File: src/sv/rlcc_pkg.sv
`timescale 1ns / 1ps
// ----------------------------------------------------------------------------
// rlcc_pkg: shared types and constants of the RGB565 line color classifier
// Holds field widths, register reset values, register indexes, color codes,
// the threshold and queue entry structs and the saturating count helper.
// ----------------------------------------------------------------------------
package rlcc_pkg;

	// Field widths.
	localparam int RED_W   = 8;
	localparam int GREEN_W = 6;
	localparam int BLUE_W  = 5;
	localparam int HITS_W  = 10;
	localparam int LIM_W   = 12;
	localparam int PERS_W  = 13;
	localparam int SPEED_W = 11;
	localparam int COLOR_W = 2;
	localparam int CFG_IDX_W  = 3;
	localparam int CFG_DATA_W = 12;

	// Defaults for the top level parameters.
	localparam int DEF_LINE_PIXELS = 640;
	localparam int DEF_FULL_SPEED  = 1100;
	localparam int DEF_QUEUE_DEPTH = 2;

	// Register reset values.
	localparam logic [RED_W-1:0]   RST_RED_MIN       = 8'd120;
	localparam logic [GREEN_W-1:0] RST_RED_GREEN_MAX = 6'd16;
	localparam logic [GREEN_W-1:0] RST_GREEN_MIN     = 6'd21;
	localparam logic [RED_W-1:0]   RST_GREEN_RED_MAX = 8'd65;
	localparam logic [BLUE_W-1:0]  RST_BLUE_MIN      = 5'd13;
	localparam logic [RED_W-1:0]   RST_BLUE_RED_MAX  = 8'd70;
	localparam logic [HITS_W-1:0]  RST_LINE_HITS_MIN = 10'd150;
	localparam logic [LIM_W-1:0]   RST_PERSIST_LIMIT = 12'd4000;

	// Configuration register indexes.
	typedef enum logic [CFG_IDX_W-1:0] {
		REG_RED_MIN       = 3'd0,
		REG_RED_GREEN_MAX = 3'd1,
		REG_GREEN_MIN     = 3'd2,
		REG_GREEN_RED_MAX = 3'd3,
		REG_BLUE_MIN      = 3'd4,
		REG_BLUE_RED_MAX  = 3'd5,
		REG_LINE_HITS_MIN = 3'd6,
		REG_PERSIST_LIMIT = 3'd7
	} reg_idx_t;

	// Line class codes.
	typedef enum logic [COLOR_W-1:0] {
		COLOR_NONE  = 2'd0,
		COLOR_RED   = 2'd1,
		COLOR_GREEN = 2'd2,
		COLOR_BLUE  = 2'd3
	} color_t;

	// Per-pixel thresholds used by the front end.
	typedef struct packed {
		logic [RED_W-1:0]   red_min;
		logic [GREEN_W-1:0] red_green_max;
		logic [GREEN_W-1:0] green_min;
		logic [RED_W-1:0]   green_red_max;
		logic [BLUE_W-1:0]  blue_min;
		logic [RED_W-1:0]   blue_red_max;
	} pix_thr_t;

	// Per-line thresholds used by the back end.
	typedef struct packed {
		logic [HITS_W-1:0] line_hits_min;
		logic [LIM_W-1:0]  persist_limit;
	} line_thr_t;

	// Hit totals of one finished line, as queued between front and back.
	typedef struct packed {
		logic [HITS_W-1:0] red_hits;
		logic [HITS_W-1:0] green_hits;
		logic [HITS_W-1:0] blue_hits;
	} line_hits_t;

	// Count up by one, holding at the top value.
	function automatic logic [HITS_W-1:0] sat_bump(input logic [HITS_W-1:0] c);
		logic [HITS_W-1:0] r;
		r = (c == {HITS_W{1'b1}}) ? c : c + 1'b1;
		return r;
	endfunction

endpackage

File: src/sv/rlcc_front.sv
`timescale 1ns / 1ps
// ----------------------------------------------------------------------------
// rlcc_front: pixel front end
// Unpacks each RGB565 pixel, counts red, green and blue hits over the line and
// hands the line totals to the line queue on the last pixel of the line.
// ----------------------------------------------------------------------------
module rlcc_front
	import rlcc_pkg::*;
#(
	parameter int LINE_PIXELS = DEF_LINE_PIXELS
) (
	input  logic             clk,
	input  logic             arst_n,
	input  pix_thr_t         thr,
	input  logic             pix_valid,
	input  logic [7:0]       pix_hi,
	input  logic [7:0]       pix_lo,
	input  logic             pix_last,
	output logic             pix_ready,
	input  logic             q_full,
	output logic             q_push,
	output line_hits_t       q_data
);

	localparam int CNT_W = $clog2(LINE_PIXELS + 1);
	localparam logic [CNT_W-1:0] LINE_LEN = CNT_W'(LINE_PIXELS);

	logic [HITS_W-1:0] red_hits_q, green_hits_q, blue_hits_q;
	logic [HITS_W-1:0] red_nxt, green_nxt, blue_nxt;
	logic [CNT_W-1:0]  pix_cnt_q, pix_cnt_nxt;
	logic [RED_W-1:0]   r;
	logic [GREEN_W-1:0] g;
	logic [BLUE_W-1:0]  b;
	logic fire, line_done;

	// A pixel transfer is taken whenever the queue has room for a line.
	assign pix_ready = !q_full;
	assign fire      = pix_valid && pix_ready;

	// Unpack the pixel.
	assign r = {pix_hi[7:3], 3'b000};
	assign g = {pix_hi[2:0], pix_lo[7:5]};
	assign b = pix_lo[4:0];

	// Hit tests and the next hit counts.
	always_comb begin
		red_nxt   = red_hits_q;
		green_nxt = green_hits_q;
		blue_nxt  = blue_hits_q;
		if (r > thr.red_min && g < thr.red_green_max) begin
			red_nxt = sat_bump(red_hits_q);
		end
		if (g > thr.green_min && r < thr.green_red_max) begin
			green_nxt = sat_bump(green_hits_q);
		end
		if (b > thr.blue_min && r < thr.blue_red_max) begin
			blue_nxt = sat_bump(blue_hits_q);
		end
	end

	// The line ends on its marked last pixel or on an overlong line.
	assign pix_cnt_nxt = pix_cnt_q + 1'b1;
	assign line_done   = pix_last || (pix_cnt_nxt >= LINE_LEN);

	assign q_push            = fire && line_done;
	assign q_data.red_hits   = red_nxt;
	assign q_data.green_hits = green_nxt;
	assign q_data.blue_hits  = blue_nxt;

	// Line counters, cleared when the totals go to the queue.
	always_ff @(posedge clk or negedge arst_n) begin
		if (!arst_n) begin
			red_hits_q   <= '0;
			green_hits_q <= '0;
			blue_hits_q  <= '0;
			pix_cnt_q    <= '0;
		end else if (fire) begin
			if (line_done) begin
				red_hits_q   <= '0;
				green_hits_q <= '0;
				blue_hits_q  <= '0;
				pix_cnt_q    <= '0;
			end else begin
				red_hits_q   <= red_nxt;
				green_hits_q <= green_nxt;
				blue_hits_q  <= blue_nxt;
				pix_cnt_q    <= pix_cnt_nxt;
			end
		end
	end

	// The pixel count never reaches the line length between lines.
	assert property (@(posedge clk) disable iff (!arst_n) pix_cnt_q < LINE_LEN)
		else $error("rlcc_front: pixel count reached the line length");

	// A line handed to the queue leaves all counters clear.
	assert property (@(posedge clk) disable iff (!arst_n)
		q_push |=> (red_hits_q == '0 && green_hits_q == '0 &&
			blue_hits_q == '0 && pix_cnt_q == '0))
		else $error("rlcc_front: counters not cleared after line end");

	// Nothing is pushed into a full queue.
	assert property (@(posedge clk) disable iff (!arst_n) q_full |-> !q_push)
		else $error("rlcc_front: push into a full queue");

endmodule

File: src/sv/rlcc_queue.sv
`timescale 1ns / 1ps
// ----------------------------------------------------------------------------
// rlcc_queue: line queue
// Small first-in first-out store of line hit totals between the front end
// and the back end, so that each side can stall on its own.
// ----------------------------------------------------------------------------
module rlcc_queue
	import rlcc_pkg::*;
#(
	parameter int DEPTH = DEF_QUEUE_DEPTH
) (
	input  logic       clk,
	input  logic       arst_n,
	input  logic       push,
	input  line_hits_t push_data,
	output logic       full,
	input  logic       pop,
	output logic       empty,
	output line_hits_t pop_data
);

	localparam int PTR_W = (DEPTH > 1) ? $clog2(DEPTH) : 1;
	localparam int CNT_W = $clog2(DEPTH + 1);
	localparam logic [PTR_W-1:0] LAST_PTR = PTR_W'(DEPTH - 1);
	localparam logic [CNT_W-1:0] DEPTH_C  = CNT_W'(DEPTH);

	line_hits_t        entry_q [DEPTH];
	logic [PTR_W-1:0]  wr_ptr_q, rd_ptr_q;
	logic [CNT_W-1:0]  count_q;

	assign full     = (count_q == DEPTH_C);
	assign empty    = (count_q == '0);
	assign pop_data = entry_q[rd_ptr_q];

	// Entry storage.
	always_ff @(posedge clk) begin
		if (push) begin
			entry_q[wr_ptr_q] <= push_data;
		end
	end

	// Pointers and fill count.
	always_ff @(posedge clk or negedge arst_n) begin
		if (!arst_n) begin
			wr_ptr_q <= '0;
			rd_ptr_q <= '0;
			count_q  <= '0;
		end else begin
			if (push) begin
				wr_ptr_q <= (wr_ptr_q == LAST_PTR) ? '0 : wr_ptr_q + 1'b1;
			end
			if (pop) begin
				rd_ptr_q <= (rd_ptr_q == LAST_PTR) ? '0 : rd_ptr_q + 1'b1;
			end
			case ({push, pop})
				2'b10:   count_q <= count_q + 1'b1;
				2'b01:   count_q <= count_q - 1'b1;
				default: count_q <= count_q;
			endcase
		end
	end

	// The fill count stays within the depth.
	assert property (@(posedge clk) disable iff (!arst_n) count_q <= DEPTH_C)
		else $error("rlcc_queue: fill count beyond depth");

	// No pop from an empty queue.
	assert property (@(posedge clk) disable iff (!arst_n) empty |-> !pop)
		else $error("rlcc_queue: pop from an empty queue");

	// Pointers agree when the queue is empty.
	assert property (@(posedge clk) disable iff (!arst_n) empty |-> wr_ptr_q == rd_ptr_q)
		else $error("rlcc_queue: pointers differ while empty");

endmodule

File: src/sv/rlcc_back.sv
`timescale 1ns / 1ps
// ----------------------------------------------------------------------------
// rlcc_back: line decision back end
// Classifies each queued line, keeps green persistence, the red latch and
// the speed reduction, and holds the result in an output register.
// ----------------------------------------------------------------------------
module rlcc_back
	import rlcc_pkg::*;
#(
	parameter int FULL_SPEED = DEF_FULL_SPEED
) (
	input  logic               clk,
	input  logic               arst_n,
	input  line_thr_t          thr,
	input  logic               q_empty,
	input  line_hits_t         q_data,
	output logic               q_pop,
	output logic               res_valid,
	input  logic               res_ready,
	output color_t             res_color,
	output logic [SPEED_W-1:0] res_speed
);

	localparam logic [SPEED_W-1:0] SPEED_FULL = SPEED_W'(FULL_SPEED);
	localparam logic [SPEED_W-1:0] SPEED_HALF = SPEED_W'(FULL_SPEED / 2);

	logic [PERS_W-1:0]  persist_q, persist_nxt, persist_inc;
	logic               latch_q, latch_nxt;
	logic [SPEED_W-1:0] speed_q, speed_nxt;
	logic               res_valid_q;
	color_t             color_q, color_nxt;

	// A line is taken when the output register is free or being emptied.
	assign q_pop = !q_empty && (!res_valid_q || res_ready);

	assign persist_inc = persist_q + 1'b1;

	// Line class and persistence.
	always_comb begin
		persist_nxt = persist_q;
		color_nxt   = COLOR_NONE;
		if (q_data.red_hits > thr.line_hits_min) begin
			color_nxt = COLOR_RED;
		end else if (q_data.green_hits > thr.line_hits_min) begin
			if (persist_inc > {1'b0, thr.persist_limit}) begin
				persist_nxt = '0;
				color_nxt   = COLOR_GREEN;
			end else begin
				persist_nxt = persist_inc;
			end
		end else if (q_data.blue_hits > thr.line_hits_min) begin
			color_nxt = COLOR_BLUE;
		end else begin
			persist_nxt = '0;
		end
	end

	// Red latch and speed reduction.
	always_comb begin
		latch_nxt = latch_q;
		speed_nxt = speed_q;
		case (color_nxt)
			COLOR_RED: begin
				latch_nxt = 1'b1;
				speed_nxt = SPEED_FULL;
			end
			COLOR_GREEN: begin
				latch_nxt = 1'b0;
				speed_nxt = '0;
			end
			COLOR_BLUE: begin
				if (!latch_q) begin
					speed_nxt = SPEED_HALF;
				end
			end
			default: begin
				if (!latch_q) begin
					speed_nxt = '0;
				end
			end
		endcase
	end

	// Line state and output register.
	always_ff @(posedge clk or negedge arst_n) begin
		if (!arst_n) begin
			persist_q   <= '0;
			latch_q     <= 1'b0;
			speed_q     <= '0;
			res_valid_q <= 1'b0;
			color_q     <= COLOR_NONE;
		end else begin
			if (q_pop) begin
				persist_q   <= persist_nxt;
				latch_q     <= latch_nxt;
				speed_q     <= speed_nxt;
				color_q     <= color_nxt;
				res_valid_q <= 1'b1;
			end else if (res_ready) begin
				res_valid_q <= 1'b0;
			end
		end
	end

	assign res_valid = res_valid_q;
	assign res_color = color_q;
	assign res_speed = speed_q;

	// While the red latch is set the reduction is full.
	assert property (@(posedge clk) disable iff (!arst_n) latch_q |-> speed_q == SPEED_FULL)
		else $error("rlcc_back: latched without full reduction");

	// A green result always comes with no reduction and a clear latch.
	assert property (@(posedge clk) disable iff (!arst_n)
		(res_valid_q && color_q == COLOR_GREEN) |-> (speed_q == '0 && !latch_q))
		else $error("rlcc_back: green result with reduction");

	// A red result always comes with the latch set.
	assert property (@(posedge clk) disable iff (!arst_n)
		(res_valid_q && color_q == COLOR_RED) |-> latch_q)
		else $error("rlcc_back: red result without latch");

endmodule

File: src/sv/rgb565_line_color_classifier_core.sv
`timescale 1ns / 1ps
// ----------------------------------------------------------------------------
// rgb565_line_color_classifier_core: RGB565 line color classifier
// Counts color hits over a camera line and reports the line class and the
// speed reduction once per line.
// ----------------------------------------------------------------------------
// Pixels enter on the s_ stream at one per clock while s_tready is high;
// s_tlast marks the last pixel of a line, and one that reaches LINE_PIXELS
// pixels ends there anyway. Each line yields one result transfer on the m_
// stream from the output register. The front end counts hits, a line
// queue of QUEUE_DEPTH entries holds finished line totals, and the back end
// classifies them into an output register; s_tready drops only while that
// queue is full, which happens only when the m_ side stalls for lines.
// Thresholds are written through the cfg_ channel, which is always ready,
// and should be changed only while no line is in flight.
// ----------------------------------------------------------------------------
module rgb565_line_color_classifier_core
	import rlcc_pkg::*;
#(
	parameter int LINE_PIXELS = DEF_LINE_PIXELS,
	parameter int FULL_SPEED  = DEF_FULL_SPEED,
	parameter int QUEUE_DEPTH = DEF_QUEUE_DEPTH
) (
	input  logic                  clk,
	input  logic                  arst_n,
	// Pixel stream.
	input  logic                  s_tvalid,
	output logic                  s_tready,
	input  logic [15:0]           s_tdata,  // [7:0] pixel_high_byte, [15:8] pixel_low_byte
	input  logic                  s_tlast,  // line_end
	// Result stream.
	output logic                  m_tvalid,
	input  logic                  m_tready,
	output logic [15:0]           m_tdata,  // [1:0] line_color, [12:2] speed_cut, rest zero
	// Configuration writes.
	input  logic                  cfg_valid,
	output logic                  cfg_ready,
	input  logic [CFG_IDX_W-1:0]  cfg_index,
	input  logic [CFG_DATA_W-1:0] cfg_data
);

	pix_thr_t           pix_thr_q;
	line_thr_t          line_thr_q;
	logic               q_full, q_empty, q_push, q_pop;
	line_hits_t         q_in, q_out;
	color_t             res_color;
	logic [SPEED_W-1:0] res_speed;

	// Configuration registers.
	assign cfg_ready = 1'b1;

	always_ff @(posedge clk or negedge arst_n) begin
		if (!arst_n) begin
			pix_thr_q.red_min        <= RST_RED_MIN;
			pix_thr_q.red_green_max  <= RST_RED_GREEN_MAX;
			pix_thr_q.green_min      <= RST_GREEN_MIN;
			pix_thr_q.green_red_max  <= RST_GREEN_RED_MAX;
			pix_thr_q.blue_min       <= RST_BLUE_MIN;
			pix_thr_q.blue_red_max   <= RST_BLUE_RED_MAX;
			line_thr_q.line_hits_min <= RST_LINE_HITS_MIN;
			line_thr_q.persist_limit <= RST_PERSIST_LIMIT;
		end else if (cfg_valid && cfg_ready) begin
			case (reg_idx_t'(cfg_index))
				REG_RED_MIN:       pix_thr_q.red_min        <= cfg_data[RED_W-1:0];
				REG_RED_GREEN_MAX: pix_thr_q.red_green_max  <= cfg_data[GREEN_W-1:0];
				REG_GREEN_MIN:     pix_thr_q.green_min      <= cfg_data[GREEN_W-1:0];
				REG_GREEN_RED_MAX: pix_thr_q.green_red_max  <= cfg_data[RED_W-1:0];
				REG_BLUE_MIN:      pix_thr_q.blue_min       <= cfg_data[BLUE_W-1:0];
				REG_BLUE_RED_MAX:  pix_thr_q.blue_red_max   <= cfg_data[RED_W-1:0];
				REG_LINE_HITS_MIN: line_thr_q.line_hits_min <= cfg_data[HITS_W-1:0];
				REG_PERSIST_LIMIT: line_thr_q.persist_limit <= cfg_data[LIM_W-1:0];
				default: ;
			endcase
		end
	end

	// Pixel front end.
	rlcc_front #(
		.LINE_PIXELS(LINE_PIXELS)
	) u_front (
		.clk      (clk),
		.arst_n   (arst_n),
		.thr      (pix_thr_q),
		.pix_valid(s_tvalid),
		.pix_hi   (s_tdata[7:0]),
		.pix_lo   (s_tdata[15:8]),
		.pix_last (s_tlast),
		.pix_ready(s_tready),
		.q_full   (q_full),
		.q_push   (q_push),
		.q_data   (q_in)
	);

	// Line queue.
	rlcc_queue #(
		.DEPTH(QUEUE_DEPTH)
	) u_queue (
		.clk      (clk),
		.arst_n   (arst_n),
		.push     (q_push),
		.push_data(q_in),
		.full     (q_full),
		.pop      (q_pop),
		.empty    (q_empty),
		.pop_data (q_out)
	);

	// Line decision back end.
	rlcc_back #(
		.FULL_SPEED(FULL_SPEED)
	) u_back (
		.clk      (clk),
		.arst_n   (arst_n),
		.thr      (line_thr_q),
		.q_empty  (q_empty),
		.q_data   (q_out),
		.q_pop    (q_pop),
		.res_valid(m_tvalid),
		.res_ready(m_tready),
		.res_color(res_color),
		.res_speed(res_speed)
	);

	assign m_tdata = {3'b000, res_speed, res_color};

endmodule
File: config.mk
export PLATFORM = sky130hd
export DESIGN_NAME = rgb565_line_color_classifier_core
export DESIGN_NICKNAME = d
export VERILOG_FILES = /design/src/sv/rlcc_pkg.sv /design/src/sv/rlcc_front.sv /design/src/sv/rlcc_queue.sv /design/src/sv/rlcc_back.sv /design/src/sv/rgb565_line_color_classifier_core.sv
export SDC_FILE = /design/constraint.sdc
export NUM_CORES = 1
export LEC_CHECK = 0
export BUFFER_PORTS_ARGS = -buffer_cell sky130_fd_sc_hd__buf_2
export CORE_MARGIN = 8
export CORE_UTILIZATION = 67
export DETAILED_ROUTE_END_ITERATION = 7
export PLACE_DENSITY = 0.95
export REMOVE_ABC_BUFFERS = 1
export SLEW_MARGIN = 25
export SYNTH_ARGS = -nofsm -noshare
export SYNTH_HDL_FRONTEND = slang
export SYNTH_SLANG_ARGS = --single-unit
File: constraint.sdc
create_clock -name clk -period 9.4 [get_ports clk]
set_input_delay 0.94 -clock clk [delete_from_list [all_inputs] [get_ports clk]]
set_output_delay 0.94 -clock clk [all_outputs]
set_load 0.05 [all_outputs]
# Word level (Yosys, flattened, before mapping)
# Memory sizes are Yosys's and may differ from the RTL's.
# Index checks and enable logic that the tools add are counted.
# Widths: inputs -> output; s select.
# word_totals
romBits,0
memories,1
wordCells,116
mem_bits_rw,60
output_inout_bits,19
latch_bits,0
register_bits,135
# classes
n_addsub,9
n_div,0
n_eq_ne,19
n_mul,0
reduce_logical,27
n_bitwise,1
n_lt_le_gt_ge,11
shift,0
n_mux,28
# mem_list
name,depth,width,read_ports,rd_clocked_by_memory_dff,write_ports,line,rtl
u_queue.entry_q,2,30,1,0,1,rlcc_queue.sv:27,line_hits_t entry_q [DEPTH];
# op_table
operator,n
$mux 10,10
$add 10x1->10 const B,4
$mux 13,3
$pmux 11 s3,1
$eq 10x10->1 const B,3
$gt 10x10->1,3
$mux 11,2
$reduce_and 2->1,9
$lt 8x8->1,2
$add 13x1->13 const B,1
$gt 13x12->1,1
$eq 3x3->1 const B,4
$ge 10x10->1 const B,1
$eq 2x2->1 const B,4
$gt 8x8->1,1
$mux 2,4
$eq 3x2->1 const B,2
$gt 6x6->1,1
$logic_and 1x1->1,6
$lt 6x6->1,1
$mux 1,6
$reduce_and 3->1,2
$reduce_bool 2->1,3
$gt 5x5->1,1
other kinds (15),20

# Longest topological paths before layout
# logic_depth
word_depth,8
ltp_mapped,18
mapped_depth_nobuf,18

# Cells and area by module
# A second synthesis with hierarchy kept.
# unflattened
cells_unflattened,961
hier_area_um2,10739.0
# by_module_without_submodules
module,seq_area_each_um2,n_inst,area_per_inst_um2,cells_per_inst
rlcc_front,1001.0,1,3641.0,436
rgb565_line_color_classifier_core,1609.0,1,2499.9,148
rlcc_queue,1901.8,1,2359.8,109
rlcc_back,500.5,1,2238.4,268

# Least setup slack after synthesis
# OpenSTA, ideal clock, no wires.
# synth_timing
path_type,register to register
from,reg u_back.persist_q[0]
to,"reg u_back.speed_q[9], in the netlist u_back.res_speed[9]"
slack_ns,5.233
stages_incl_launch_ff,19
arrival_time_ns,4.007
path_buffers,0
period_less_slack_ns,4.167
cell_sequence,dfrtp_1 > ha_1 > and3_1 > nand3_1 > or3_1 > and2_1 > or2_2 > ha_1 > nand4_1 > or3_1 > mux2_2 > o41ai_1 > a21boi_0 > o21a_1 > ha_1 > a21oi_1 > nor2b_1 > a221oi_1 > a31oi_1
# synth_via
elab_chain_len,8
word_cells_on_any_way,12
# synth_lines
element,line,rtl
start: declaration,rlcc_back.sv:27,"logic [PERS_W-1:0] persist_q, persist_nxt, persist_inc;"
start signal: assignment,rlcc_back.sv:94,persist_q <= persist_nxt;
$add 13x1->13 *,rlcc_back.sv:36,assign persist_inc = persist_q + 1'b1;
$gt 13x12->1 *,rlcc_back.sv:45,"if (persist_inc > {1'b0, thr.persist_limit}) begin"
$mux 2 *,rlcc_back.sv:45,
$mux 2 *,rlcc_back.sv:44,end else if (q_data.green_hits > thr.line_hits_min) begin
$mux 2 *,rlcc_back.sv:42,if (q_data.red_hits > thr.line_hits_min) begin
$eq 2x1->1 / $eq 2x2->1 (equally long branches),rlcc_back.sv:62,case (color_nxt)
$ne 3x3->1 (no line) / $ne 2x2->1 (equally long branches),n/a,
$reduce_and 3->1 (no line),n/a,
end signal: assignment,rlcc_back.sv:96,speed_q <= speed_nxt;
end: declaration,rlcc_back.sv:29,"logic [SPEED_W-1:0] speed_q, speed_nxt;"
# Every way passes the cells marked *; elsewhere a longest branch is shown, timed or not.
# A chain may end at the register's enable or synchronous reset.

# Worst setup path after layout
# Ends and elaborated chain as after synthesis.

==> impl_metrics.csv <==
group,metric,value,unit
floorplanning,dieHeight,141,µm
critical_path,ff2ff_setup_slack,4500,ps
yosys,synthFlopType,"dfrtp_1",
cts,clk_pin_slew_worst_paths,70,ps
yosys,synthCells,980,
cts,cts_tree,"yes",
yosys,yosysSeqAreaShare,47.5,%
timing,skew,9.18,ps
final_layout,antenna_cells,0,
floorplanning,die_x,141,µm
critical_path,worstPathMaxFanout,6,
cts,post_cts_buffers,0,
detailed_routing,wirelength,26000,µm
cts,clk_path_buf_depth,2,
cts,clock_sinks,187,
detailed_routing,drt-pass1-iter-count,6,
floorplanning,dieArea,20000,µm²
worst_hold_path,hold_class,"flip-flop to flip-flop",
timing,max_freq,0.204,GHz
grt,use_met3,5.44,%
critical_path,critical_path_class,"flip-flop to flip-flop",
cts,worstSkewPairLatency,450,ps
floorplanning,ios,56,
yosys,synth_top_cell_area_share,24.0,%
timing,whs,498,ps
grt,grt_remaining_overflow,0,
cts,cts_made_buffers,17,
final_layout,layout.cells.non_filler,1249,
timing,hold_violations,0,
cts,cts-resized-gates,0,
detailed_routing,drc_errors,0,
placement,place_congestion,0.846,
timing,worstMarginPinSlew,993,ps
power,p_leak,5.03,nW
detailed_routing,ant_nets,0,
timing,slew_headroom,33.5,%
critical_path,crit_arrival,5190,ps
yosys,ys_top_cells_by_area,"dfrtp_1, edfxtp_1, ha_1",
timing,finalSetupTns,0,ps
yosys,synth_area_leader_cell,"dfrtp_1",
final_layout,drive_above_1_share,21.4,%
detailed_routing,drt_iter0_markers,948,
grt,grt_pass1_wl,42600,µm
grt,grt_util_met2,45.9,%
job,max-cap-violations,0,
yosys,synth_area,10500,µm²
detailed_routing,drt-vias-per-instance,6.49,
power,p_per_area,259,nW/µm²
critical_path,start_kind,"flip-flop",
detailed_routing,num_vias,8111,
detailed_routing,wl_per_cell,20.8,µm
timing,rsz0062_at_grt,"false",
placement,portBuffers,47,
grt,grt_pass1_vias,8293,
grt,grt_max_degree,76,
grt,grt_usage,27.0,%
timing,final.period_utilization,52.2,%
timing,setup_viol,0,
grt,grt_busiest_layer,"met2",
cts,cts_hold_buf,0,
final_layout,syn_to_final_growth,9.91,%
yosys,synth_edf_count,60,
placement,hpwlAfterDp,17200,µm
cts,clock-root-buffer,"clkbuf_16",
placement,dp_cells,1217,
power,p_total,0.00300,W
yosys,synth-seq-cells,187,
grt,grt.met1_usage,32.1,%
yosys,synth.avg_cell_area,10.8,µm²
floorplanning,placementRows,46,
final_layout,fill_cells,928,
yosys,ys_warn_count,0,
critical_path,required,9680,ps
critical_path,setup.worst_path.end_class,"flip-flop",
timing,final.min_clock_period,4900,ps
floorplanning,core,15700,µm²
grt,grt_antenna_before_repair,0,
final_layout,fin_nets,1139,
yosys,ys_types,73,
cts,htreeDepth,4,
power,peakVddDrop,0.170,mV
yosys,synthArstFlopShare,67.9,%
floorplanning,initial_core_util,67.4,%
run_status,status,"completed",
timing,drv_slew,0,
metrics by stage:
stage | utilization (%) | cell area [µm²] | worst slack (ps)
final | 74.0 | 11600 | 4500
after global routing | 74.0 | 11600 | 4230
after CTS | 74.0 | 11600 | 4560
after detailed placement | 69.9 | 10900 | 4830
after global placement | 69.9 | 10900 | 5000
after floorplan | - | 10300 | 5230
worst max-delay path, stage by stage, from the launching register on:
cell and delay (ps):
dfrtp_1 450, ha_1 250, and3_1 260, nand3_1 180, or3_1 390, and2_1 200
or2_2 310, ha_1 290, nand4_1 130, or3_1 390, mux2_2 280, o41ai_1 120
a21boi_0 210, o21a_1 240, ha_1 340, a21oi_1 330, nor2b_1 90, a221oi_1 220
a31oi_1 70
registers in the layout (all words and copies together), names as in the netlist:
signal,count
u_queue.entry_q,60
pix_thr_q,41
line_thr_q,22
u_back.persist_q,13
u_front.blue_hits_q,10
u_front.green_hits_q,10
u_front.pix_cnt_q,10
u_front.red_hits_q,10
u_back.res_speed,3
u_back.res_color,2
u_queue.count_q,2
u_back.latch_q,1
u_back.res_valid,1
u_queue.rd_ptr_q,1
u_queue.wr_ptr_q,1
cells by family (layout without fill, tap and decap cells):
kind of cell,Yosys count,count (layout),synth area share [%]
other,2,8,0.0712
and+or+nand+nor,291,291,14.0
adders and majority gates,82,82,9.73
AOI/OAI and AO/OA,183,183,12.3
DFF,187,187,47.5
buffers and inverters,117,164,4.70
xor gates and xnor gates,33,33,2.74
muxes,85,85,9.02
path summary, 6_finish.rpt:
path | startpoint | to | cells after the start
max | u_back.persist_q[0] | u_back.res_speed[9] | 18
min | u_back.persist_q[11] | u_back.persist_q[11] | 1
max reg2reg | u_back.persist_q[0] | u_back.res_speed[9] | 18
min reg2reg | u_back.persist_q[11] | u_back.persist_q[11] | 1
max in group asynchronous | arst_n | u_front.green_hits_q[6] | 2
min in group asynchronous | arst_n | pix_thr_q[17] | 1
routing by layer:
layer,share of wire [%],vias up
met1,38,3948
li1,-,3633
met2,51,434
met4,3.9,0
met5,0,-
met3,7.1,96
report_power, final:
group          internal [W]  switching [W]  total, W
combinational      0.000410       0.000658   0.00107
clock              0.000451       0.000337  0.000788
sequential          0.00103       0.000114   0.00115
cells in the final DEF (no fill, tap or decap), drive strengths merged, types with 26 or more instances in the layout:
cell,count
a21oi,27
buf,59
dfrtp,101
dfstp,26
edfxtp,60
ha,82
inv,78
mux2,80
nand2,90
nand3,35
nor2,44
o21ai,48
cell type report:
type,count,area (µm²),area share [%]
Multi-Input combinational cell,682,5060,43.7
Sequential cell,187,5010,43.2
Timing Repair Buffer,59,332,2.86
Clock inverter,15,214,1.85
Clock buffer,17,425,3.67
Tap cell,216,270,2.33
Inverter,73,274,2.36
cells in the mapped netlist, drive strengths merged (9+ instances only):
library cell and instances:
dfrtp 101, nand2 90, ha 82, mux2 80, inv 73, edfxtp 60
o21ai 48, nor2 44, nand3 35, a21oi 27, dfstp 26, clkbuf 24
buf 20, o211ai 17, xnor2 17, nor3 16, xor2 16, and2 15
nand4 15, and3 12, nor4 12, nand2b 11, a211oi 10, or2 9
or4 9
(Power assumes the default switching activity.)
